File: src/sv/rmta_pkg.sv
// Shared types and constants for the recursive moving trend average block.
`default_nettype none
package rmta_pkg;

   localparam int SAMPLE_W = 32;
   localparam int STATE_W  = 48;
   localparam int CNT_W    = 16;
   localparam int BETA_W   = 17;
   localparam int CSR_IDX_W = 1;

   localparam logic [BETA_W-1:0]    ONE_Q16    = 17'h10000;
   localparam logic [CSR_IDX_W-1:0] REG_PERIOD = 1'b0;
   localparam logic [CSR_IDX_W-1:0] REG_BETA   = 1'b1;

   // One classified sample handed from front end to back end.
   typedef struct packed {
      logic signed [SAMPLE_W-1:0] x;
      logic                       seed;
      logic                       upd;
      logic                       emit;
   } rmta_entry_type;

   typedef struct packed {
      logic full;
      logic empty;
   } rmta_qstat_type;

endpackage
`default_nettype wire

File: src/sv/recursive_moving_trend_average.sv
// A sample passes from the front end through the queue to the back end, which works on one word at a time;
// a series start runs the seed recurrence and, when period is zero or one, the update after it.
// The back end's chain of dependent multiplies runs through its single three-stage
// multiplier; a result word held by the receiver stalls the back end in its last state.
// Reset (synchronous): period 1, beta 0, trend and average zero, queue empty, no result.
`default_nettype none
module recursive_moving_trend_average #(
   parameter int QUEUE_DEPTH = 4
) (
   input  wire logic                               clock,
   input  wire logic                               reset,
   input  wire logic                               req_tvalid,
   output logic                                    req_tready,
   input  wire logic [rmta_pkg::SAMPLE_W-1:0]      req_tdata,  // sample
   input  wire logic [0:0]                         req_tuser,  // series_start
   output logic                                    rsp_tvalid,
   input  wire logic                               rsp_tready,
   output logic [rmta_pkg::STATE_W-1:0]            rsp_tdata,  // average
   input  wire logic                               csr_we,
   input  wire logic [rmta_pkg::CSR_IDX_W-1:0]     csr_index,
   input  wire logic [rmta_pkg::BETA_W-1:0]        csr_wdata
);
   import rmta_pkg::*;

   logic [CNT_W-1:0]  period_ff, period_in;
   logic [BETA_W-1:0] beta_ff, beta_in;
   logic              q_push, q_pop;
   rmta_entry_type    q_wr, q_rd;
   rmta_qstat_type    q_stat;

   always_comb begin
      period_in = period_ff;
      beta_in   = beta_ff;
      if (csr_we) begin
         case (csr_index)
            REG_PERIOD: period_in = csr_wdata[CNT_W-1:0];
            REG_BETA:   beta_in   = csr_wdata;
            default:    ;
         endcase
      end
   end

   always_ff @(posedge clock) begin
      if (reset) begin
         period_ff <= CNT_W'(1);
         beta_ff   <= '0;
      end else begin
         period_ff <= period_in;
         beta_ff   <= beta_in;
      end
   end

   rmta_front u_front (
      .clock      (clock),
      .reset      (reset),
      .req_tvalid (req_tvalid),
      .req_tready (req_tready),
      .req_tdata  (req_tdata),
      .req_tuser  (req_tuser),
      .period     (period_ff),
      .q_stat     (q_stat),
      .q_push     (q_push),
      .q_entry    (q_wr)
   );

   rmta_fifo #(
      .DEPTH (QUEUE_DEPTH)
   ) u_fifo (
      .clock    (clock),
      .reset    (reset),
      .push     (q_push),
      .wr_entry (q_wr),
      .pop      (q_pop),
      .rd_entry (q_rd),
      .stat     (q_stat)
   );

   rmta_back u_back (
      .clock      (clock),
      .reset      (reset),
      .beta       (beta_ff),
      .q_entry    (q_rd),
      .q_stat     (q_stat),
      .q_pop      (q_pop),
      .rsp_tvalid (rsp_tvalid),
      .rsp_tready (rsp_tready),
      .rsp_tdata  (rsp_tdata)
   );

   a_reset_clean: assert property (@(posedge clock)
      reset |=> (!rsp_tvalid && q_stat.empty))
      else $error("result or queue word left after reset");

   a_queue_stat: assert property (@(posedge clock) disable iff (reset)
      !(q_stat.full && q_stat.empty))
      else $error("queue both full and empty");

   a_pop_nonempty: assert property (@(posedge clock) disable iff (reset)
      q_pop |-> !q_stat.empty)
      else $error("back end popped an empty queue");

endmodule
`default_nettype wire

File: src/sv/rmta_front.sv
// Front end: accepts samples, tracks the series index and classifies each word.
`default_nettype none
module rmta_front (
   input  wire logic                          clock,
   input  wire logic                          reset,
   input  wire logic                          req_tvalid,
   output logic                               req_tready,
   input  wire logic [rmta_pkg::SAMPLE_W-1:0] req_tdata,
   input  wire logic [0:0]                    req_tuser,
   input  wire logic [rmta_pkg::CNT_W-1:0]    period,
   input  wire rmta_pkg::rmta_qstat_type      q_stat,
   output logic                               q_push,
   output rmta_pkg::rmta_entry_type           q_entry
);
   import rmta_pkg::*;

   logic [CNT_W-1:0] cnt_ff, cnt_in;
   logic [CNT_W-1:0] idx;
   logic [CNT_W-1:0] per;
   logic [CNT_W:0]   idx_inc;
   logic             start;

   assign req_tready = !q_stat.full;
   assign q_push     = req_tvalid && req_tready;
   assign start      = req_tuser[0];

   always_comb begin
      per     = (period == '0) ? CNT_W'(1) : period;
      idx     = start ? '0 : cnt_ff;
      idx_inc = {1'b0, idx} + (CNT_W+1)'(1);
      cnt_in  = cnt_ff;
      if (q_push) begin
         cnt_in = (idx == '1) ? '1 : idx_inc[CNT_W-1:0];
      end
      q_entry.x    = $signed(req_tdata);
      q_entry.seed = start;
      // with a one-sample warm-up the seed word also gets the update
      q_entry.upd  = !start || (period <= CNT_W'(1));
      q_entry.emit = idx_inc >= {1'b0, per};
   end

   always_ff @(posedge clock) begin
      if (reset) begin
         cnt_ff <= '0;
      end else begin
         cnt_ff <= cnt_in;
      end
   end

endmodule
`default_nettype wire

File: src/sv/rmta_fifo.sv
// Short queue of classified words between front end and back end.
`default_nettype none
module rmta_fifo #(
   parameter int DEPTH = 4
) (
   input  wire logic                     clock,
   input  wire logic                     reset,
   input  wire logic                     push,
   input  wire rmta_pkg::rmta_entry_type wr_entry,
   input  wire logic                     pop,
   output rmta_pkg::rmta_entry_type      rd_entry,
   output rmta_pkg::rmta_qstat_type      stat
);
   import rmta_pkg::*;

   localparam int PTR_W = (DEPTH > 1) ? $clog2(DEPTH) : 1;
   localparam int CW    = $clog2(DEPTH + 1);

   rmta_entry_type   mem_ff [DEPTH];
   logic [PTR_W-1:0] wr_ptr_ff, wr_ptr_in;
   logic [PTR_W-1:0] rd_ptr_ff, rd_ptr_in;
   logic [CW-1:0]    count_ff, count_in;

   function automatic logic [PTR_W-1:0] ptr_next(input logic [PTR_W-1:0] p);
      return (p == PTR_W'(DEPTH - 1)) ? '0 : p + PTR_W'(1);
   endfunction

   assign rd_entry   = mem_ff[rd_ptr_ff];
   assign stat.full  = (count_ff == CW'(DEPTH));
   assign stat.empty = (count_ff == '0);

   always_comb begin
      wr_ptr_in = push ? ptr_next(wr_ptr_ff) : wr_ptr_ff;
      rd_ptr_in = pop ? ptr_next(rd_ptr_ff) : rd_ptr_ff;
      count_in  = count_ff;
      if (push && !pop) begin
         count_in = count_ff + CW'(1);
      end else if (pop && !push) begin
         count_in = count_ff - CW'(1);
      end
   end

   always_ff @(posedge clock) begin
      if (push) begin
         mem_ff[wr_ptr_ff] <= wr_entry;
      end
   end

   always_ff @(posedge clock) begin
      if (reset) begin
         wr_ptr_ff <= '0;
         rd_ptr_ff <= '0;
         count_ff  <= '0;
      end else begin
         wr_ptr_ff <= wr_ptr_in;
         rd_ptr_ff <= rd_ptr_in;
         count_ff  <= count_in;
      end
   end

endmodule
`default_nettype wire

File: src/sv/rmta_mulq.sv
// Three-stage Q1.16 by Q32.16 multiplier with round half up, 24-bit split operand.
`default_nettype none
module rmta_mulq (
   input  wire logic                               clock,
   input  wire logic                               reset,
   input  wire logic                               go,
   input  wire logic [rmta_pkg::BETA_W-1:0]        c,
   input  wire logic signed [rmta_pkg::STATE_W-1:0] v,
   output logic                                    done,
   output logic signed [rmta_pkg::STATE_W-1:0]     res
);
   import rmta_pkg::*;

   localparam int HALF_W = STATE_W / 2;
   localparam int LO_W   = BETA_W + HALF_W;
   localparam int HI_W   = BETA_W + 1 + HALF_W;
   localparam int SUM_W  = HI_W + HALF_W;

   logic [BETA_W-1:0]        c_ff;
   logic signed [HALF_W-1:0] vh_ff;
   logic [LO_W-1:0]          lo1_ff, lo2_ff;
   logic signed [HI_W-1:0]   hi_ff;
   logic signed [STATE_W-1:0] res_ff;
   logic                     vld1_ff, vld2_ff, done_ff;
   logic [LO_W-1:0]          lo_prod;
   logic signed [HI_W-1:0]   hi_prod;
   logic [SUM_W-1:0]         sum;

   assign lo_prod = LO_W'(c) * LO_W'(v[HALF_W-1:0]);
   assign hi_prod = $signed({1'b0, c_ff}) * vh_ff;
   // high partial product sits 24 bits up; add half an LSB of the Q16 result
   assign sum = {hi_ff, {HALF_W{1'b0}}} + {{(SUM_W-LO_W){1'b0}}, lo2_ff}
              + SUM_W'(32768);

   assign done = done_ff;
   assign res  = res_ff;

   always_ff @(posedge clock) begin
      c_ff   <= c;
      vh_ff  <= v[STATE_W-1:HALF_W];
      lo1_ff <= lo_prod;
      lo2_ff <= lo1_ff;
      hi_ff  <= hi_prod;
      res_ff <= $signed(sum[STATE_W+15:16]);
   end

   always_ff @(posedge clock) begin
      if (reset) begin
         vld1_ff <= 1'b0;
         vld2_ff <= 1'b0;
         done_ff <= 1'b0;
      end else begin
         vld1_ff <= go;
         vld2_ff <= vld1_ff;
         done_ff <= vld2_ff;
      end
   end

endmodule
`default_nettype wire

File: src/sv/rmta_back.sv
// Back end: sequences the seed and update recurrences over the shared multiplier.
`default_nettype none
module rmta_back (
   input  wire logic                              clock,
   input  wire logic                              reset,
   input  wire logic [rmta_pkg::BETA_W-1:0]       beta,
   input  wire rmta_pkg::rmta_entry_type          q_entry,
   input  wire rmta_pkg::rmta_qstat_type          q_stat,
   output logic                                   q_pop,
   output logic                                   rsp_tvalid,
   input  wire logic                              rsp_tready,
   output logic [rmta_pkg::STATE_W-1:0]           rsp_tdata
);
   import rmta_pkg::*;

   typedef enum logic [3:0] {
      ST_IDLE,
      ST_SEED_MUL,
      ST_SEED_W1,
      ST_SEED_B,
      ST_SEED_S,
      ST_SEED_MUL2,
      ST_SEED_W2,
      ST_UPD_MUL1,
      ST_UPD_MUL2,
      ST_UPD_W1,
      ST_UPD_W2,
      ST_UPD_D,
      ST_UPD_MUL3,
      ST_UPD_W3,
      ST_FINISH
   } state_type;

   state_type state_ff, state_in;
   logic signed [SAMPLE_W-1:0] x_ff, x_in;
   logic upd_ff, upd_in, emit_ff, emit_in;
   logic signed [STATE_W-1:0] b_ff, b_in, avg_ff, avg_in;
   logic signed [STATE_W-1:0] nb_ff, nb_in, t_ff, t_in, op_ff, op_in;
   logic rsp_valid_ff, rsp_valid_in;
   logic [STATE_W-1:0] rsp_data_ff, rsp_data_in;

   logic [BETA_W-1:0] be, al;
   logic signed [STATE_W-1:0] x48;
   logic mul_go, mul_done;
   logic [BETA_W-1:0] mul_c;
   logic signed [STATE_W-1:0] mul_v, mul_res;

   function automatic logic signed [STATE_W-1:0] sat48(input logic signed [STATE_W+1:0] v);
      logic signed [STATE_W+1:0] hi, lo;
      hi = {3'b000, {(STATE_W-1){1'b1}}};
      lo = {3'b111, {(STATE_W-1){1'b0}}};
      if (v > hi) return {1'b0, {(STATE_W-1){1'b1}}};
      if (v < lo) return {1'b1, {(STATE_W-1){1'b0}}};
      return v[STATE_W-1:0];
   endfunction

   function automatic logic signed [STATE_W+1:0] ext(input logic signed [STATE_W-1:0] v);
      return {{2{v[STATE_W-1]}}, v};
   endfunction

   rmta_mulq u_mulq (
      .clock (clock),
      .reset (reset),
      .go    (mul_go),
      .c     (mul_c),
      .v     (mul_v),
      .done  (mul_done),
      .res   (mul_res)
   );

   assign be  = (beta > ONE_Q16) ? ONE_Q16 : beta;
   assign al  = ONE_Q16 - be;
   assign x48 = {{(STATE_W-SAMPLE_W){x_ff[SAMPLE_W-1]}}, x_ff};

   assign q_pop      = (state_ff == ST_IDLE) && !q_stat.empty;
   assign rsp_tvalid = rsp_valid_ff;
   assign rsp_tdata  = rsp_data_ff;

   always_comb begin
      state_in     = state_ff;
      x_in         = x_ff;
      upd_in       = upd_ff;
      emit_in      = emit_ff;
      b_in         = b_ff;
      avg_in       = avg_ff;
      nb_in        = nb_ff;
      t_in         = t_ff;
      op_in        = op_ff;
      rsp_valid_in = rsp_valid_ff && !rsp_tready;
      rsp_data_in  = rsp_data_ff;
      mul_go       = 1'b0;
      mul_c        = be;
      mul_v        = x48;
      case (state_ff)
         ST_IDLE: begin
            if (q_pop) begin
               x_in     = q_entry.x;
               upd_in   = q_entry.upd;
               emit_in  = q_entry.emit;
               state_in = q_entry.seed ? ST_SEED_MUL : ST_UPD_MUL1;
            end
         end
         ST_SEED_MUL: begin
            mul_go   = 1'b1;
            state_in = ST_SEED_W1;
         end
         ST_SEED_W1: begin
            if (mul_done) begin
               t_in     = mul_res;
               state_in = ST_SEED_B;
            end
         end
         ST_SEED_B: begin
            b_in     = sat48(ext(t_ff) + ext(x48));
            state_in = ST_SEED_S;
         end
         ST_SEED_S: begin
            op_in    = sat48(ext(x48) + ext(b_ff));
            state_in = ST_SEED_MUL2;
         end
         ST_SEED_MUL2: begin
            mul_go   = 1'b1;
            mul_c    = al;
            mul_v    = op_ff;
            state_in = ST_SEED_W2;
         end
         ST_SEED_W2: begin
            if (mul_done) begin
               avg_in   = sat48(ext(t_ff) + ext(mul_res));
               state_in = upd_ff ? ST_UPD_MUL1 : ST_FINISH;
            end
         end
         ST_UPD_MUL1: begin
            mul_go   = 1'b1;
            mul_v    = b_ff;
            state_in = ST_UPD_MUL2;
         end
         ST_UPD_MUL2: begin
            // second product rides one stage behind the first
            mul_go   = 1'b1;
            mul_v    = avg_ff;
            state_in = ST_UPD_W1;
         end
         ST_UPD_W1: begin
            if (mul_done) begin
               nb_in    = sat48(ext(mul_res) + ext(x48));
               state_in = ST_UPD_W2;
            end
         end
         ST_UPD_W2: begin
            if (mul_done) begin
               t_in     = mul_res;
               state_in = ST_UPD_D;
            end
         end
         ST_UPD_D: begin
            op_in    = sat48(ext(x48) + ext(nb_ff) - ext(b_ff));
            state_in = ST_UPD_MUL3;
         end
         ST_UPD_MUL3: begin
            mul_go   = 1'b1;
            mul_c    = al;
            mul_v    = op_ff;
            b_in     = nb_ff;
            state_in = ST_UPD_W3;
         end
         ST_UPD_W3: begin
            if (mul_done) begin
               avg_in   = sat48(ext(t_ff) + ext(mul_res));
               state_in = ST_FINISH;
            end
         end
         ST_FINISH: begin
            if (!emit_ff) begin
               state_in = ST_IDLE;
            end else if (!rsp_valid_ff || rsp_tready) begin
               rsp_valid_in = 1'b1;
               rsp_data_in  = avg_ff;
               state_in     = ST_IDLE;
            end
         end
         default: begin
            state_in = ST_IDLE;
         end
      endcase
   end

   always_ff @(posedge clock) begin
      if (reset) begin
         state_ff     <= ST_IDLE;
         rsp_valid_ff <= 1'b0;
         b_ff         <= '0;
         avg_ff       <= '0;
      end else begin
         state_ff     <= state_in;
         rsp_valid_ff <= rsp_valid_in;
         b_ff         <= b_in;
         avg_ff       <= avg_in;
      end
      x_ff        <= x_in;
      upd_ff      <= upd_in;
      emit_ff     <= emit_in;
      nb_ff       <= nb_in;
      t_ff        <= t_in;
      op_ff       <= op_in;
      rsp_data_ff <= rsp_data_in;
   end

endmodule
`default_nettype wire

File: config.mk
export PLATFORM = sky130hd
export DESIGN_NAME = recursive_moving_trend_average
export DESIGN_NICKNAME = d
export VERILOG_FILES = /design/src/sv/rmta_pkg.sv /design/src/sv/recursive_moving_trend_average.sv /design/src/sv/rmta_front.sv /design/src/sv/rmta_fifo.sv /design/src/sv/rmta_mulq.sv /design/src/sv/rmta_back.sv
export SDC_FILE = /design/constraint.sdc
export NUM_CORES = 2
export LEC_CHECK = 0
export BUFFER_PORTS_ARGS = -buffer_cell sky130_fd_sc_hd__buf_2
export CORE_MARGIN = 5
export CORE_UTILIZATION = 30
export CTS_CLUSTER_DIAMETER = 200
export DETAILED_ROUTE_END_ITERATION = 16
export SLEW_MARGIN = 30
export SYNTH_ARGS = -nofsm -noshare
export SYNTH_HDL_FRONTEND = slang
export SYNTH_SLANG_ARGS = --single-unit
File: constraint.sdc
create_clock -name clock -period 25.3 [get_ports clock]
set_input_delay 3.795 -clock clock [delete_from_list [all_inputs] [get_ports clock]]
set_output_delay 3.795 -clock clock [all_outputs]
set_load 0.005 [all_outputs]
Word-level counts from Yosys, hierarchy flattened:

Memories as Yosys holds them, arrays and structs flattened. A register that Yosys moved wholly into a read port is not among the register bits.
Index checks and enable logic that the tools add are counted.

* bits in registers: 597
* bits in latches: 0
* RAM bits: 140
* bits in read-only memories: 0
* input bits: 56
* word-level logic and storage cells: 203
* memories: 1

* add/sub/neg operators: 14
* $mul: 2
* divide/modulo/power cells: 0
* $lt $le $gt $ge: 13
* eq/ne operators: 25
* shifts and indexed selects: 0
* multiplexer cells: 89
* bitwise gates (word level): 1
* reductions and logical operators: 32

Memory list
* u_fifo.mem_ff: depth 4, bits a word 35, rd ports 1, clocked after Yosys merged registers in 1, write ports 1, line rmta_fifo.sv:19 `rmta_entry_type mem_ff [DEPTH];`

Operator list (number)
* $mux 48: 24
* $pmux 48 s2: 3
* $gt 50x48->1 const B: 5
* $lt 50x48->1 const B: 5
* $pmux 48 s3: 1
* $add 32x48->49: 2
* $add 48x32->49: 2
* $add 64x16->64 const B: 1
* $add 64x41->64: 1
* $pmux 4 s15: 1
* $sub 49x48->50: 1
* $add 48x48->49: 1
* $mux 16: 3
* $mul 17x24->41: 1
* $mul 18x24->40: 1
* $mux 1: 39
* $mux 4: 9
* $mux 17: 2
* $eq 4x4->1 const B: 7
* $add 16x1->17 const B: 1
* $ge 17x16->1: 1
* $gt 17x17->1 const B: 1
* $sub 17x17->17 const A: 1
* $eq 16x16->1 const B: 1
* 26 further kinds: 62

Logic depth before layout (Yosys ltp):

* depth after elaboration: 12
* mapped depth: 35

Modules after synthesis:

A second synthesis with hierarchy kept.

* cells, all modules: 7656
* area, all modules: 70915.5 um^2

Modules (own cells, without submodules)
* rmta_mulq: instances 1, cells each 3524, area each 32197.1 um^2
* rmta_back: instances 1, cells each 3538, area each 29998.8 um^2
* rmta_fifo: instances 1, cells each 227, area each 5542.8 um^2
* rmta_front: instances 1, cells each 237, area each 1781.7 um^2
* recursive_moving_trend_average: instances 1, cells each 130, area each 1395.1 um^2

Worst setup path after synthesis:

Ideal clock, no wire load.

* kind: flip-flop to flip-flop
* start: register beta_ff[10]
* end: register u_back.u_mulq.lo1_ff[38]
* setup time: 0.072 ns
* arrival time: 8.199 ns
* required time: 25.228 ns
* path slack: 17.028 ns
* cell stages (with the launch flop): 31
* path through: dfxtp_1 or2_2 or3_1 or3_1 o21ai_2 o311a_1 xor2_1 clkbuf_1 nor2_1 fa_1 inv_1 fa_1 fa_1 inv_1 fa_1 fa_1 inv_1 fa_1 inv_1 ha_1 inv_1 o21bai_1 a21o_1 a21o_1 a21o_1 a2111o_1 o21ai_0 o21ai_0 a21o_1 a21oi_1 xnor2_1

* cells in the longest elaborated chain, start to end: 5

RTL lines
* from (decl): line recursive_moving_trend_average.sv:26 `logic [BETA_W-1:0] beta_ff, beta_in;`
* from (signal assigned): line recursive_moving_trend_average.sv:49 `beta_ff <= beta_in;`
* $gt 17x17->1: line rmta_back.sv:71 `assign be = (beta > ONE_Q16) ? ONE_Q16 : beta;`
* $mux 17 (*): line rmta_back.sv:71
* $sub 17x17->17: line rmta_back.sv:72 `assign al = ONE_Q16 - be;`
* $mux 17 (*): line rmta_back.sv:94 `case (state_ff)`
* $mul 17x24->41 (*): line rmta_mulq.sv:29 `assign lo_prod = LO_W'(c) * LO_W'(v[HALF_W-1:0]);`
* net u_back.u_mulq.lo_prod[38]: line rmta_mulq.sv:25 `logic [LO_W-1:0] lo_prod;`
* to (signal assigned): line rmta_mulq.sv:41 `lo1_ff <= lo_prod;`
* to (decl): line rmta_mulq.sv:21 `logic [LO_W-1:0] lo1_ff, lo2_ff;`

The timed path passes the listed nets; every way through them passes the cells marked *.
A chain may end at the register's enable or synchronous reset.

Final worst setup path:

* start: register beta_ff[2]
* end: register u_back.u_mulq.lo1_ff[38]

The elaborated chain is that of the path after synthesis.

==> results.md <==
* Routability Congestion at 1.00
* Synthesized-area fraction occupied by adder cells at between 30% and 40%
* Worst hold-check path type: register to register
* Fin. Hold Viols at 0
* Root buffer cell: clkbuf_16
* Uppermost layer routed: met5
* Post-Syn Area at 0.0678 mm2
* Syn_area_per_cell at 9.32 um2
* H-tree Lvls at 3
* Largest net degree at the start of global routing at 84
* Vias in the first global route at 54600
* Buf+Inv Stages, Crit Path at 6
* Distinct cells, synth at 99
* Post-synthesis mux area share at 1.27%
* Post-Synth XOR/XNOR Area at 4.46%
* WL per Instance at 20.6 um
* Nets at 8541
* RSZ-0062 raised after global routing: false
* Tcrit/Tclk final at between 30% and 40%
* Delay-heaviest family, CP: adder cells
* Compound-cell area share of the yosys netlist at 14.7%
* Highest-delay cell along the critical path: or4b_2
* Wl on met1 at 90300 um
* Startpoint Class: register
* Sequential element share of the synthesized area at 26.3%
* Flops & latches, synth at slightly above 700
* Post-route cell area at 0.0744 mm2
* Gr usage total at 17.6%
* Die Wd at 485 um
* # IOs at 106
* Critical Path End Type: register
* Initial antenna violation count at 7
* 1st-iter DRT viols at ~5000
* Clock Skews at 0.0702 ns
* Die ar. at 0.236 mm2
* Final ANT Viol Nets at 0
* Global-route wire length before repair at 325000 um
* Total Neg Setup Slack at 0 ns
* Fraction of registers with async set or reset after synthesis at 0%
* Clock latency on the worst-skew pair at 0.73 ns
* Final Power at 10.8 mW
* Clk sinks at approximately 710
* Worst Setup Path Type: register to register
* Die Ht at 485 um
* Max stage delay on crit path at around 0.67 ns
* Simple-Gate Fraction of Synth Area at 13.1%
* DRT Pass-1 Iters at 10
* Syn Nets at 8596
* Arr. time, crit path at 10.21 ns
* Outcome: complete, no violations
* DRT Wirelength at 212000 um
* WL met2 at 95400 um
* Fmax at 104 MHz
* Fin crit period at 9.57 ns
* Number of max-cap violations at 0
* CTS tree: done
* Post-DP HPWL at 164000 um
* Req. time, crit path at 25.93 ns
* WHS at 0.327 ns
* Area grow syn2layout at 9.77%
* CTS max path bufs at 3
* Core area at 0.225 mm2
* Pwr/cell area at 145 mW/mm2
* Vias at 53700
* Yosys warns at 0
* DP Area at ~0.072 mm2
* Setup bufs post-CTS at 0
* EDFF count, synth at 366
* Starting Density at 30.2%
* Layout cells sized above 1 at 6.78%
* Cts repair resizes at 0
* DRC violation count after routing at 0
* Port Buf Inserts at 105
* Setup-failing EPs final at 0
* Post-Synthesis Cells at a little over 7000
* Tightest Pin Transition at 1.10 ns
* Vias/cell at between 5 and 6
* Rel. slew slack at between 20% and 30%
* Post-CTS Hold Fix Bufs at 0
* Top FF cell, synth: edfxtp_1
* Clock input transition at the sequential cells of the worst setup and hold paths at 0.06 ns
* Pleak at ~32 nW
* CTS Buf Count at 78
* Met3 WL at 18000 um
* Multi-input logic area at roughly 0.045 mm2
* # fillers at roughly 23000
* Worst-path fanout max at 20
* Main combinational cell family by area after synthesis: adder cells
* Register area at 0.0179 mm2
* GRT overflow at 0
* FP Rows at about 170
* Final max-slew violation count at 0
* Worst vdd ir at 123 uV
[per-layer routing]
metal	vias to the layer above	global-route usage (%)
met1	26800	23.7
met2	2208	28.1
li1	24200	-
met4	6	5.76
met3	412	3.90
met5	-	0
[path summary, 6_finish.rpt]
path / start / to / slack [ns] / cells after the start
setup / recovery: beta_ff[2] / u_back.u_mulq.lo1_ff[38] / 15.73 / 30
hold / removal: u_back.u_mulq.lo1_ff[19] / u_back.u_mulq.lo2_ff[19] / 0.33 / 0
setup reg to reg: beta_ff[2] / u_back.u_mulq.lo1_ff[38] / 15.73 / 30
hold reg to reg: u_back.u_mulq.lo1_ff[19] / u_back.u_mulq.lo2_ff[19] / 0.33 / 0
[cells in the final DEF, fill, tap and decap left out, types with 54 or more instances in the layout]
cell          n
inv_1      1098
nand2_1     867
fa_1        769
a21oi_1     517
ha_1        494
edfxtp_1    366
nor2_1      360
dfxtp_1     333
o21ai_0     240
xnor2_1     216
and2_1      202
a21o_1      183
xor2_1      128
buf_2       104
nand3_1     102
nor3_1       88
clkbuf_16    85
buf_4        78
nand2b_1     58
nand4_1      57
a31oi_1      56
o21a_1       54
a211oi_1     54
[flip-flops by register name, summed over array words and instances, names as in the netlist, 16 cells and up, named ones only]
register	count
u_fifo.mem_ff	140
u_back.nb_ff	48
u_back.u_mulq.vh_ff	24
u_back.avg_ff	48
period_ff	16
u_front.cnt_ff	16
u_back.b_ff	48
beta_ff	17
u_back.u_mulq.lo2_ff	26
u_back.u_mulq.res	48
u_back.u_mulq.hi_ff	40
u_back.t_ff	48
u_back.x_ff	32
u_back.rsp_tdata	48
u_back.u_mulq.lo1_ff	26
u_back.u_mulq.c_ff	17
u_back.op_ff	48
[kinds of logic after synthesis]
group	after synthesis
and+or+nand+nor	1940
AOI/OAI and AO/OA	1539
buffers and inverters	1420
adders and majority gates	1282
DFF	709
xor gates and xnor gates	345
muxes	42
[cell type report]
class,count,area share [%]
clock inverters,50,0.893
well taps,2992,5.03
multi-input cells,5148,60.1
repair buffers,184,1.51
clock buffers,94,2.93
diodes,3,0.0101
flip-flops and latches,709,24.0
inverters,1101,5.55
[power by group]
part	switching (mW)	total [mW]	internal [mW]
clock network	0.531	1.24	0.714
logic	4.71	7.55	2.84
registers	0.384	2.00	1.62
total	5.63	10.8	5.17
[through the flow]
stage	setup WS [ns]	util, %	std cells
finish	15.73	33.1	10300
global route	15.14	33.1	10300
CTS	15.82	33.1	10300
detailed placement	15.92	31.8	10100
global placement	15.87	31.8	10100
floorplan	17.03	-	7277
[cells in the mapped netlist (12+ instances only)]
library cell	count	area, um2
nand3_1	103	515
a31o_2	12	105
o31ai_1	18	135
clkbuf_1	254	953
a222oi_1	48	480
nand2b_1	58	363
nor2_1	364	1370
a31oi_1	57	357
o22ai_1	51	319
inv_1	1100	4130
a22oi_1	20	150
edfxtp_1	366	11000
or2_2	18	113
o21bai_1	52	390
o21a_1	54	405
nor3_1	89	445
a21o_1	185	1390
nand4_1	57	357
buf_1	13	48.8
and3_1	57	357
nand2_1	867	3250
xor2_1	129	1130
fa_1	769	15400
mux4_2	35	788
o221a_2	17	191
or3_1	22	138
a211oi_2	15	188
o21ai_1	28	140
ha_1	494	6180
a21oi_1	519	2600
o211ai_1	31	233
nor2b_1	54	338
xnor2_1	216	1890
buf_2	46	230
a211oi_1	54	405
o21ai_0	245	1230
nor4_1	14	87.6
and2_1	202	1260
dfxtp_1	343	6870
Note: power is estimated with default switching activity, not from simulation.
